`src/rtl/tpp_pkg.sv`:
```
// Shared types and constants for the tracker pattern packer.
// No dependencies; every other file of the block imports this package.
package tpp_pkg;

  localparam int MAX_CHANNELS_DEF     = 4;
  localparam int ROWS_PER_PATTERN_DEF = 64;
  localparam int QUEUE_DEPTH          = 2;

  localparam logic [7:0] LAST_FLAG     = 8'h80;
  localparam logic [7:0] NOTE_FLAG     = 8'h40;
  localparam logic [7:0] EFFECT_FLAG   = 8'h20;
  localparam logic [7:0] EFF_REPEAT    = 8'hE0;
  localparam logic [7:0] EFF_LONG      = 8'hF0;
  localparam logic [7:0] EFF_SHORT_LIM = 8'h0E;
  localparam logic [7:0] EMPTY_PATTERN = 8'hC0;

  // one pattern cell; packed order gives note<<12 | effect<<8 | value
  typedef struct packed {
    logic [7:0] note;
    logic [3:0] effect;
    logic [7:0] effect_value;
  } in_t;

  typedef struct packed {
    logic [7:0] packed_byte;
    logic       run_last;
    logic       pattern_done;
  } out_t;

  // control part of a row job handed from front to back
  typedef struct packed {
    logic       empty_pat;  // emit the lone empty-pattern byte
    logic       last_row;
    logic       item_end;   // last job caused by its input beat
    logic       pat_end;    // last job of the pattern
    logic [5:0] row_num;
  } job_ctl_t;

endpackage

```
`src/rtl/tpp_front.sv`:
```
// Front end of the packer: takes cells, builds rows, holds back the last
// non-empty row and issues row jobs. Depends on tpp_pkg.
module tpp_front #(
  parameter int MAX_CHANNELS     = tpp_pkg::MAX_CHANNELS_DEF,
  parameter int ROWS_PER_PATTERN = tpp_pkg::ROWS_PER_PATTERN_DEF
) (
  input  logic                            clk,
  input  logic                            rst,
  input  logic                            in_valid,
  output logic                            in_stall,
  input  tpp_pkg::in_t                    in_data,
  input  logic                            cfg_valid,
  input  logic [2:0]                      cfg_data,
  output logic                            push_valid,
  output tpp_pkg::job_ctl_t               push_ctl,
  output tpp_pkg::in_t [MAX_CHANNELS-1:0] push_cells,
  input  logic                            q_full
);
  import tpp_pkg::*;

  localparam int CW = (MAX_CHANNELS > 1) ? $clog2(MAX_CHANNELS) : 1;
  localparam logic [2:0] MaxCnt  = 3'(MAX_CHANNELS);
  localparam logic [6:0] RowsLim = 7'(ROWS_PER_PATTERN);

  logic [2:0]                channels_in_use;
  logic [CW-1:0]             chan_cnt;
  logic [5:0]                row_cnt;
  logic                      held_valid;
  logic [5:0]                held_row;
  in_t  [MAX_CHANNELS-1:0]   cur_cells;
  in_t  [MAX_CHANNELS-1:0]   held_cells;
  logic                      pend_valid;
  job_ctl_t                  pend_ctl;
  in_t  [MAX_CHANNELS-1:0]   pend_cells;

  logic [2:0]                eff_count;
  logic                      accept;
  logic                      row_done;
  logic                      pat_end;
  logic                      nonempty;
  in_t  [MAX_CHANNELS-1:0]   row_cells;
  job_ctl_t                  held_job;
  job_ctl_t                  row_job;

  assign in_stall = pend_valid || q_full;
  assign accept   = in_valid && !in_stall;

  always_comb begin
    if (channels_in_use == 3'd0) begin
      eff_count = 3'd1;
    end else if (channels_in_use > MaxCnt) begin
      eff_count = MaxCnt;
    end else begin
      eff_count = channels_in_use;
    end
  end

  assign row_done = (4'(chan_cnt) + 4'd1) >= {1'b0, eff_count};
  assign pat_end  = (7'(row_cnt) + 7'd1) >= RowsLim;

  // cells beyond the channel count read as empty; this beat's cell is live
  always_comb begin
    for (int c = 0; c < MAX_CHANNELS; c++) begin
      if (3'(c) >= eff_count) begin
        row_cells[c] = '0;
      end else if (CW'(c) == chan_cnt) begin
        row_cells[c] = in_data;
      end else begin
        row_cells[c] = cur_cells[c];
      end
    end
  end

  assign nonempty = |row_cells;

  always_comb begin
    held_job           = '0;
    held_job.row_num   = held_row;
    row_job            = '0;
    row_job.row_num    = row_cnt;
    row_job.last_row   = 1'b1;
    row_job.item_end   = 1'b1;
    row_job.pat_end    = 1'b1;
    push_valid         = 1'b0;
    push_ctl           = held_job;
    push_cells         = held_cells;
    if (pend_valid) begin
      push_valid = !q_full;
      push_ctl   = pend_ctl;
      push_cells = pend_cells;
    end else if (accept && row_done) begin
      if (!pat_end) begin
        push_valid        = nonempty && held_valid;
        push_ctl          = held_job;
        push_ctl.item_end = 1'b1;
      end else if (nonempty) begin
        push_valid = 1'b1;
        if (held_valid) begin
          push_ctl = held_job;
        end else begin
          push_ctl   = row_job;
          push_cells = row_cells;
        end
      end else if (held_valid) begin
        push_valid        = 1'b1;
        push_ctl          = held_job;
        push_ctl.last_row = 1'b1;
        push_ctl.item_end = 1'b1;
        push_ctl.pat_end  = 1'b1;
      end else begin
        push_valid         = 1'b1;
        push_ctl           = row_job;
        push_ctl.empty_pat = 1'b1;
        push_ctl.last_row  = 1'b0;
      end
    end
  end

  always_ff @(posedge clk) begin
    if (rst) begin
      channels_in_use <= 3'd4;
      chan_cnt        <= '0;
      row_cnt         <= '0;
      held_valid      <= 1'b0;
      held_row        <= '0;
      pend_valid      <= 1'b0;
    end else begin
      if (cfg_valid) begin
        channels_in_use <= cfg_data;
      end
      if (pend_valid && !q_full) begin
        pend_valid <= 1'b0;
      end
      if (accept) begin
        cur_cells[chan_cnt] <= in_data;
        if (!row_done) begin
          chan_cnt <= chan_cnt + 1'b1;
        end else begin
          chan_cnt <= '0;
          if (pat_end) begin
            held_valid <= 1'b0;
            held_row   <= '0;
            row_cnt    <= '0;
            // final row follows the held one from the pending register
            if (nonempty && held_valid) begin
              pend_valid <= 1'b1;
            end
          end else begin
            if (nonempty) begin
              held_cells <= row_cells;
              held_row   <= row_cnt;
              held_valid <= 1'b1;
            end
            row_cnt <= row_cnt + 6'd1;
          end
        end
      end
    end
  end

  always_ff @(posedge clk) begin
    if (accept && row_done) begin
      pend_ctl   <= row_job;
      pend_cells <= row_cells;
    end
  end

endmodule

```
`src/rtl/tpp_queue.sv`:
```
// Short job queue between front and back ends of the packer.
// Register based; depends on tpp_pkg for its depth.
module tpp_queue #(
  parameter int W = 8
) (
  input  logic         clk,
  input  logic         rst,
  input  logic         push,
  input  logic [W-1:0] push_data,
  output logic         full,
  input  logic         pop,
  output logic         q_valid,
  output logic [W-1:0] q_data
);
  import tpp_pkg::*;

  localparam int PW = (QUEUE_DEPTH > 1) ? $clog2(QUEUE_DEPTH) : 1;
  localparam int NW = $clog2(QUEUE_DEPTH + 1);
  localparam logic [NW-1:0] Depth = NW'(QUEUE_DEPTH);
  localparam logic [PW-1:0] LastPtr = PW'(QUEUE_DEPTH - 1);

  logic [W-1:0]  mem [QUEUE_DEPTH];
  logic [PW-1:0] wr_ptr;
  logic [PW-1:0] rd_ptr;
  logic [NW-1:0] count;
  logic          do_push;
  logic          do_pop;

  assign full    = (count == Depth);
  assign q_valid = (count != '0);
  assign q_data  = mem[rd_ptr];
  assign do_push = push && !full;
  assign do_pop  = pop && q_valid;

  always_ff @(posedge clk) begin
    if (rst) begin
      wr_ptr <= '0;
      rd_ptr <= '0;
      count  <= '0;
    end else begin
      if (do_push) begin
        wr_ptr <= (wr_ptr == LastPtr) ? '0 : wr_ptr + 1'b1;
      end
      if (do_pop) begin
        rd_ptr <= (rd_ptr == LastPtr) ? '0 : rd_ptr + 1'b1;
      end
      if (do_push && !do_pop) begin
        count <= count + 1'b1;
      end else if (do_pop && !do_push) begin
        count <= count - 1'b1;
      end
    end
  end

  always_ff @(posedge clk) begin
    if (do_push) begin
      mem[wr_ptr] <= push_data;
    end
  end

endmodule

```
`src/rtl/tpp_back.sv`:
```
// Back end of the packer: serialises a row job into bytes, one byte a cycle
// unless stalled; keeps each channel's previous effect value. Uses tpp_pkg.
module tpp_back #(
  parameter int MAX_CHANNELS = tpp_pkg::MAX_CHANNELS_DEF
) (
  input  logic                            clk,
  input  logic                            rst,
  input  logic                            q_valid,
  input  tpp_pkg::job_ctl_t               q_ctl,
  input  tpp_pkg::in_t [MAX_CHANNELS-1:0] q_cells,
  output logic                            pop,
  output logic                            out_valid,
  input  logic                            out_stall,
  output tpp_pkg::out_t                   out_data
);
  import tpp_pkg::*;

  localparam int CW = (MAX_CHANNELS > 1) ? $clog2(MAX_CHANNELS) : 1;

  localparam logic [2:0] PH_ROW  = 3'd0;
  localparam logic [2:0] PH_CELL = 3'd1;
  localparam logic [2:0] PH_NOTE = 3'd2;
  localparam logic [2:0] PH_EFF  = 3'd3;
  localparam logic [2:0] PH_VAL  = 3'd4;

  logic                    busy;
  job_ctl_t                ctl;
  in_t [MAX_CHANNELS-1:0]  cells;
  logic [CW-1:0]           ch;
  logic [2:0]              phase;
  logic [7:0]              prev [MAX_CHANNELS];

  logic [CW-1:0]           lastch;
  logic                    can;
  in_t                     cur_cell;
  logic                    has_note;
  logic                    has_eff;
  logic                    ch_last;
  logic                    emit;
  logic [7:0]              byte_val;
  logic                    fin;
  logic                    done_cell;
  logic                    skip;
  logic                    upd_prev;
  logic [2:0]              phase_next;

  assign pop = !busy && q_valid;
  assign can = busy && (!out_valid || !out_stall);

  always_comb begin
    lastch = '0;
    for (int c = 0; c < MAX_CHANNELS; c++) begin
      if (cells[c] != '0) begin
        lastch = CW'(c);
      end
    end
  end

  assign cur_cell = cells[ch];
  assign has_note = (cur_cell.note != '0);
  assign has_eff  = (cur_cell.effect != '0) || (cur_cell.effect_value != '0);
  assign ch_last  = (ch == lastch);

  always_comb begin
    emit       = 1'b0;
    byte_val   = '0;
    fin        = 1'b0;
    done_cell  = 1'b0;
    skip       = 1'b0;
    upd_prev   = 1'b0;
    phase_next = phase;
    unique case (phase)
      PH_ROW: begin
        emit = 1'b1;
        if (ctl.empty_pat) begin
          byte_val = EMPTY_PATTERN;
          fin      = 1'b1;
        end else begin
          byte_val   = {ctl.last_row, 1'b0, ctl.row_num};
          phase_next = PH_CELL;
        end
      end
      PH_CELL: begin
        if (cur_cell == '0) begin
          skip = 1'b1;  // empty inner channel, never the last one
        end else begin
          emit     = 1'b1;
          byte_val = 8'(ch) | (ch_last ? LAST_FLAG : 8'h00)
                   | (has_note ? NOTE_FLAG : 8'h00) | (has_eff ? EFFECT_FLAG : 8'h00);
          phase_next = has_note ? PH_NOTE : PH_EFF;
        end
      end
      PH_NOTE: begin
        emit     = 1'b1;
        byte_val = cur_cell.note;
        if (has_eff) begin
          phase_next = PH_EFF;
        end else begin
          done_cell = 1'b1;
        end
      end
      PH_EFF: begin
        emit = 1'b1;
        if (cur_cell.effect_value == prev[ch]) begin
          byte_val  = EFF_REPEAT | {4'h0, cur_cell.effect};
          upd_prev  = 1'b1;
          done_cell = 1'b1;
        end else if (cur_cell.effect_value >= EFF_SHORT_LIM) begin
          byte_val   = EFF_LONG | {4'h0, cur_cell.effect};
          phase_next = PH_VAL;
        end else begin
          byte_val  = {cur_cell.effect_value[3:0], cur_cell.effect};
          upd_prev  = 1'b1;
          done_cell = 1'b1;
        end
      end
      PH_VAL: begin
        emit      = 1'b1;
        byte_val  = cur_cell.effect_value;
        upd_prev  = 1'b1;
        done_cell = 1'b1;
      end
      default: begin
        phase_next = PH_ROW;
      end
    endcase
    if (done_cell) begin
      if (ch_last) begin
        fin = 1'b1;
      end else begin
        phase_next = PH_CELL;
      end
    end
    if (fin) begin
      phase_next = PH_ROW;
    end
  end

  always_ff @(posedge clk) begin
    if (rst) begin
      busy      <= 1'b0;
      out_valid <= 1'b0;
      phase     <= PH_ROW;
      ch        <= '0;
      for (int c = 0; c < MAX_CHANNELS; c++) begin
        prev[c] <= '0;
      end
    end else begin
      if (pop) begin
        ctl   <= q_ctl;
        cells <= q_cells;
        ch    <= '0;
        phase <= PH_ROW;
        busy  <= 1'b1;
      end
      if (can && emit) begin
        out_valid <= 1'b1;
      end else if (!out_stall) begin
        out_valid <= 1'b0;
      end
      if (can) begin
        phase <= phase_next;
        if ((done_cell && !ch_last) || skip) begin
          ch <= ch + 1'b1;
        end
        if (fin) begin
          busy <= 1'b0;
        end
        // pattern end clears every channel, so the last update is moot
        if (fin && ctl.pat_end) begin
          for (int c = 0; c < MAX_CHANNELS; c++) begin
            prev[c] <= '0;
          end
        end else if (upd_prev) begin
          prev[ch] <= cur_cell.effect_value;
        end
      end
    end
  end

  always_ff @(posedge clk) begin
    if (can && emit) begin
      out_data.packed_byte  <= byte_val;
      out_data.run_last     <= fin && ctl.item_end;
      out_data.pattern_done <= fin && ctl.pat_end;
    end
  end

endmodule

```
`src/rtl/tracker_pattern_packer_top.sv`:
```
// Top level of the tracker pattern packer: front end, job queue, back end.
// Depends on tpp_pkg, tpp_front, tpp_queue and tpp_back.
//
// Cells go in row-major order, one per input beat; the front end takes a
// cell each cycle while the two-entry job queue has room, and a pattern's
// final cell may hold the input while the final row waits in the pending
// register when two rows close at once. The back end writes one byte a
// cycle into an output register while the output is not stalled: a row
// byte, then per non-empty channel a header, a note, an effect and a long
// effect value byte as needed, plus an idle step for each empty channel
// before the last used one. A job is taken from the queue in the cycle
// after the previous one finishes. The empty-pattern byte is 0xC0.
module tracker_pattern_packer_top #(
  parameter int MAX_CHANNELS     = tpp_pkg::MAX_CHANNELS_DEF,
  parameter int ROWS_PER_PATTERN = tpp_pkg::ROWS_PER_PATTERN_DEF
) (
  input  logic          clk,
  input  logic          rst,
  input  logic          in_valid,
  output logic          in_stall,
  input  tpp_pkg::in_t  in_data,
  output logic          out_valid,
  input  logic          out_stall,
  output tpp_pkg::out_t out_data,
  input  logic          cfg_valid,
  output logic          cfg_ready,
  input  logic [2:0]    cfg_data
);
  import tpp_pkg::*;

  localparam int CellsW = MAX_CHANNELS * $bits(in_t);
  localparam int JobW   = $bits(job_ctl_t) + CellsW;

  logic                    push_valid;
  job_ctl_t                push_ctl;
  in_t [MAX_CHANNELS-1:0]  push_cells;
  logic                    q_full;
  logic                    q_valid;
  logic [JobW-1:0]         q_data;
  logic                    pop;
  job_ctl_t                q_ctl;
  in_t [MAX_CHANNELS-1:0]  q_cells;

  assign cfg_ready = 1'b1;
  assign q_ctl     = q_data[JobW-1:CellsW];
  assign q_cells   = q_data[CellsW-1:0];

  tpp_front #(
    .MAX_CHANNELS     (MAX_CHANNELS),
    .ROWS_PER_PATTERN (ROWS_PER_PATTERN)
  ) u_front (
    .clk        (clk),
    .rst        (rst),
    .in_valid   (in_valid),
    .in_stall   (in_stall),
    .in_data    (in_data),
    .cfg_valid  (cfg_valid && cfg_ready),
    .cfg_data   (cfg_data),
    .push_valid (push_valid),
    .push_ctl   (push_ctl),
    .push_cells (push_cells),
    .q_full     (q_full)
  );

  tpp_queue #(
    .W (JobW)
  ) u_queue (
    .clk       (clk),
    .rst       (rst),
    .push      (push_valid),
    .push_data ({push_ctl, push_cells}),
    .full      (q_full),
    .pop       (pop),
    .q_valid   (q_valid),
    .q_data    (q_data)
  );

  tpp_back #(
    .MAX_CHANNELS (MAX_CHANNELS)
  ) u_back (
    .clk       (clk),
    .rst       (rst),
    .q_valid   (q_valid),
    .q_ctl     (q_ctl),
    .q_cells   (q_cells),
    .pop       (pop),
    .out_valid (out_valid),
    .out_stall (out_stall),
    .out_data  (out_data)
  );

endmodule

```
`config.mk`:
```
export PLATFORM = sky130hd
export DESIGN_NAME = tracker_pattern_packer_top
export DESIGN_NICKNAME = d
export VERILOG_FILES = /design/src/rtl/tpp_pkg.sv /design/src/rtl/tpp_front.sv /design/src/rtl/tpp_queue.sv /design/src/rtl/tpp_back.sv /design/src/rtl/tracker_pattern_packer_top.sv
export SDC_FILE = /design/constraint.sdc
export NUM_CORES = 1
export LEC_CHECK = 0
export ABC_AREA = 1
export BUFFER_PORTS_ARGS = -buffer_cell sky130_fd_sc_hd__clkbuf_2
export CAP_MARGIN = 15
export CORE_ASPECT_RATIO = 0.8
export CORE_UTILIZATION = 45
export CTS_BUF_LIST = sky130_fd_sc_hd__clkbuf_2
export DETAILED_ROUTE_END_ITERATION = 8
export GPL_TIMING_DRIVEN = 0
export HOLD_SLACK_MARGIN = 0.03
export PLACE_DENSITY = 0.7
export SKIP_CTS_REPAIR_TIMING = 1
export SYNTH_ARGS = -nofsm -noshare
export SYNTH_HDL_FRONTEND = slang
export SYNTH_SLANG_ARGS = --single-unit
```
`constraint.sdc`:
```
create_clock -name clk -period 8.6 [get_ports clk]
set_clock_uncertainty 0.15 [all_clocks]
set_input_delay 1.72 -clock clk [delete_from_list [all_inputs] [get_ports clk]]
set_output_delay 1.72 -clock clk [all_outputs]
set_load 0.01 [all_outputs]
```
* After elaboration in Yosys (flattened, before gate mapping)
Memories as Yosys holds them, arrays and structs flattened. A register that Yosys moved wholly into a read port is not among the register bits.
Index checks and enable logic that the tools add are counted.
** Storage, ports and cells
- Bits in writable memories :: 212
- Memories kept :: 2
- Output and inout bits :: 13
- Register bits after elaboration :: 286
- Word-level logic and storage cells :: 253
** Cells by class
- Add/sub/neg operators :: 9
- Bitwise gates (word level) :: 9
- Equal/unequal tests :: 11
- Reduce and logical (&&, ||, !) cells :: 49
- Order comparisons :: 11
- Mux-type cells :: 109
** Memory list
- u_queue.mem :: words 2, bits a word 90, read ports 1, clocked after memory_dff 1, wr ports 1, RTL line tpp_queue.sv:22 : logic [W-1:0] mem [QUEUE_DEPTH];
- u_back.prev :: words 4, bits a word 8, read ports 1, clocked after memory_dff 1, wr ports 4, RTL line tpp_back.sv:31 : logic [7:0] prev [MAX_CHANNELS];
** Operators by type and width (number)
- $mux 80 :: 5
- $mux 20 :: 10
- $bwmux 80 :: 1
- $mux 8 :: 10
- $reduce_or 80->1 :: 1
- $reduce_bool 20->1 :: 3
- $mux 10 :: 5
- $mux 1 :: 43
- $bmux 20 s2 :: 1
- $demux 20 s2 :: 1
- $pmux 8 s5 :: 1
- $mux 3 :: 12
- $mux 6 :: 4
- $logic_not 20->1 :: 1
- $mux 2 :: 10
- $or 8x8->8 :: 2
- $reduce_bool 8->1 :: 2
- $logic_and 1x1->1 :: 15
- $pmux 3 s5 :: 1
- $mux 9 :: 1
- $eq 8x8->1 :: 1
- $ge 8x4->1 const B :: 1
- $logic_not 1->1 :: 8
- $or 2x8->8 :: 1
- other kinds (36) :: 58

* Logic depth before layout (Yosys ltp)
- Word-level depth :: 15
- Depth in mapped cells :: 24

* Modules after synthesis
A second synthesis with hierarchy kept.
** Second synthesis, totals
- Cell total of the unflattened synthesis :: 2371
- Area, all modules :: 26354.0 sq um
** By module, submodules not included
- tpp_front :: sequential area each 7767.4 sq um, cells an instance 1409, times used 1, area each 12685.9 sq um
- tpp_queue :: sequential area each 5505.3 sq um, cells an instance 317, times used 1, area each 7188.1 sq um
- tpp_back :: sequential area each 4103.9 sq um, cells an instance 643, times used 1, area each 6468.7 sq um
- tracker_pattern_packer_top :: sequential area each 0.0 sq um, cells an instance 2, times used 1, area each 11.3 sq um

* Worst setup path after synthesis
No wires, ideal clock.
- Path kind :: input -> register
- From :: input port in_data[12] (netlist bit)
- To :: register u_front.held_cells[0] (netlist bit), enable pin
- Slack :: 1 ps
- Cell stages on the path :: 7
- Arrival time :: 7832 ps
- Cells stage by stage :: nor2_1 or3_1 nand4_1 nor2_1 nand3_1 nor2_4 nor3_1
** Between the ends
- Longest elaborated chain between the ends :: 4
- Elaborated cells between the ends (all ways) :: 10
- Those cells by class :: mux (8); reduce/logical (2)
** Ends and longest elaborated chain
- start: declaration :: RTL line tracker_pattern_packer_top.sv:21 : input tpp_pkg::in_t in_data,
- $mux 20 :: RTL line tpp_front.sv:66 : end else if (CW'(c) == chan_cnt) begin
- $mux 20 :: RTL line tpp_front.sv:64 : if (3'(c) >= eff_count) begin
- $reduce_or 80->1 * :: RTL line tpp_front.sv:74 : assign nonempty = |row_cells;
- $reduce_and 5->1 (no line) *
- end signal: assignment :: RTL line tpp_front.sv:150 : held_cells <= row_cells;
- end: declaration :: RTL line tpp_front.sv:31 : in_t [MAX_CHANNELS-1:0] held_cells;
Mark *: on every way between the ends. The rest lies on a longest branch, timed or not.
A chain may end at the register's enable or synchronous reset.

* Worst setup path in the final report
- From :: register u_front.pend_valid
- To :: output port in_stall
** Between the ends
- Longest elaborated chain between the ends :: 1
** Ends and longest elaborated chain
- start: declaration :: RTL line tpp_front.sv:32 : logic pend_valid;
- start signal: assignment :: RTL line tpp_front.sv:126 : pend_valid <= 1'b0;
- start signal: assignment :: RTL line tpp_front.sv:132 : pend_valid <= 1'b0;
- start signal: assignment :: RTL line tpp_front.sv:146 : pend_valid <= 1'b1;
- $logic_or 1x1->1 :: RTL line tpp_front.sv:45 : assign in_stall = pend_valid || q_full;
- end: declaration :: RTL line tracker_pattern_packer_top.sv:20 : output logic in_stall,
Every way passes these cells.

==> flow_summary.yaml <==
synthesis:
  syn_area_per_cell_um2: 10.73
  synth_area_mm2: 0.02546
  synth.area.top_cells: "edfxtp_1 (66%), nand2_1 (13%), inv_1 (2.5%)"
  yosysTopAreaCellShare_pct: 65.81
  syn_inst: 2372
  yosys.area.top_type: "edfxtp_1"
  ys_top_cells_by_count: "nand2_1 (914), edfxtp_1 (558), inv_1 (170), nor2_1 (142), nand3_1 (114)"
  synth-seq-cells: 588
  synth_edf_count: 558
  synth_fp_nets: 2415
  ys_warn_count: 0
  yosysSeqAreaShare_pct: 68.17
  ys_types: 46
  yosysMostFrequentCell: "nand2_1"
  async_flop_share_pct: 0
  synthFlopType: "edfxtp_1"
die:
  die_height_um: 214.8
  rows: 77
  dieWidth_um: 267.9
  start_util_pct: 45.80
  ios: 41
  core_area_mm2: 0.05559
  dieArea_mm2: 0.05754
clock_tree:
  h-tree-depth: 4
  cts_tree: "yes"
  cts_buffers: 139
  clk_latency_ns: 1.13
  numClockSinks: 588
  cts_root_buffer: "clkbuf_2"
  cts.path.max_buffers: 3
  clkTransAtPathRegs_ns: 0.12
global_route:
  first_global_vias: 16960
  grt_overflow_total: 0
  antenna_found_initial: 4
  grt_start_max_net_pins: 69
  grt_pass1_wl_um: 95720
  track_usage_pct: 22.16
critical_path:
  end_kind: "output port"
  path_cells: "clkbuf_1, inv_2, clkbuf_1, clkbuf_1, clkbuf_1, nand2_1, clkbuf_2"
  critical_path_class: "register to output port"
  critPathMaxStageDelay_ns: 0.49
  crit_slowest_cell: "clkbuf_1"
  cp_data_arrival_time_ns: 3.51
  crit_path_max_fanout: 10
  startpoint: "u_front.pend_valid"
  r2r_cells: 19
  crit_required_ns: 6.73
  crit_family: "buffers and inverters"
  r2r-start: "u_front.chan_cnt[0]"
  cp_common_cell: "clkbuf_1"
  cp_num_buf_inv: 6
  path_depth: 7
  cp-start-kind: "register"
route:
  routedWlPerCell_um: 18.25
  ant_nets: 0
  avgViaCountPerCell: 5.116
  route.detailed.drc: 0
  firstDrtPassIters: 6
  dr_total_vias: 17530
  drt-initial-drc-count: 1875
  drt_wl_total_um: 62530
power:
  p_leak_nw: 11.50
  ir_drop_mv: 0.1143
  power_density_mw_per_mm2: 231.9
sta:
  min_period_over_period_pct: 62.52
  rsz0062_at_grt: "no"
  holdWs_ns: 0.2801
  fmax_mhz: 186.0
  hold_violations: 0
  period_needed_ns: 5.377
  tightest_slew_ns: 1.003
  setup_viol: 0
  setup_ws_ns: 3.223
  relSlewSlack_pct: 33.04
  final_max_slew_viol_count: 0
  finalSetupTns_ns: 0
placed_design:
  place_congestion: 0.8957
  post-dp-hpwl_um: 45330
  placed_area_mm2: 0.02693
  place_worst_setup_slack_ns: 3.146
  io_buffers: 38
final_layout:
  final_layout_size_suffix_gt1_share_pct: 16.91
  final_core_util_pct: 50.88
  fin_area_mm2: 0.02829
  nFillCells: 4931
  final_nets: 2612
  layout-area-overhead-vs-synth_pct: 11.10
worst_hold_path:
  min-delay-path-class: "register to register"
  hp-start: "u_queue.mem[0][85]"
  holdPathStages: 2
job:
  cap_violations: 0
outcome:
  outcome: "complete, no violations"
[power by group]
part           leakage [nW]  internal, mW  switching (mW)
sequential             5.37          3.49           0.117
combinational          5.12         0.268           0.782
clock                  1.02         0.820            1.08
total                  11.5          4.58            1.98
[cell families after synthesis]
group / share of synthesized area [%]
DFF: 68.17
AOI/OAI and AO/OA: 5.126
buffers and inverters: 4.944
adders and majority gates: 0.7371
xor gates and xnor gates: 0.06881
and+or+nand+nor: 20.94
other: 0.01473
[cell usage in the layout, fill, tap and decap left out, drive strengths merged, types with 30 or more instances in the layout]
| master | count |
|---|---|
| dfxtp | 30 |
| o21ai | 86 |
| nand3 | 120 |
| a21oi | 40 |
| nand2 | 921 |
| or2 | 36 |
| nor2 | 148 |
| o211ai | 43 |
| buf | 75 |
| clkbuf | 285 |
| inv | 200 |
| edfxtp | 558 |
[tightest hold or removal path, cell delays in order, from the launching register on]
cell	delay, ns
edfxtp_1	0.33
nand2_1	0.05
nand2_1	0.04
[path summary, 6_finish.rpt]
check	slack (ns)	endpoint
max reg2reg	3.87	u_queue.count[1]
max	3.22	in_stall
min	0.28	u_back.ctl[5]
min reg2reg	0.28	u_back.ctl[5]
[through the flow]
stage / instances / power [mW]
floorplan: 2372 / 4.302
global placement: 3160 / 4.684
finish: 3426 / 6.561
CTS: 3423 / 6.602
global route: 3425 / 6.899
detailed placement: 3178 / 4.715
[sequential cells by signal, indices dropped and copies added (netlist names), 2 cells and up]
register and flops:
u_front.chan_cnt 2, u_front.pend_ctl 6, u_front.row_cnt 6, u_front.cur_cells 80
u_queue.mem 180, u_back.ch 2, u_back.out_data 10, u_back.phase 3
u_queue.count 2, u_back.prev 32, u_front.held_row 6, u_front.pend_cells 80
u_back.cells 80, u_back.ctl 10, u_front.channels_in_use 3, u_front.held_cells 80
[cell type report]
class	instances	area, µm²	area share [%]
clock buffer	207	1036	3.663
antenna	3	7.507	0.02654
inverter	197	749.5	2.650
timing repair buffer	56	498.0	1.761
clock inverter	38	310.3	1.097
sequential	588	17360	61.36
tap	750	938.4	3.318
buffer	97	511.7	1.809
multi-input combinational	1490	6878	24.32
[routing by layer]
layer | global-route usage (%) | vias to the layer above | share of wire, %
met2 | 32.57 | 781 | 44
li1 | - | 8434 | -
met3 | 4.515 | 117 | 8.3
met1 | 32.59 | 8195 | 45
met5 | 0 | - | 0
met4 | 7.810 | 0 | 2.7
Note: power is estimated with default switching activity, not from simulation.
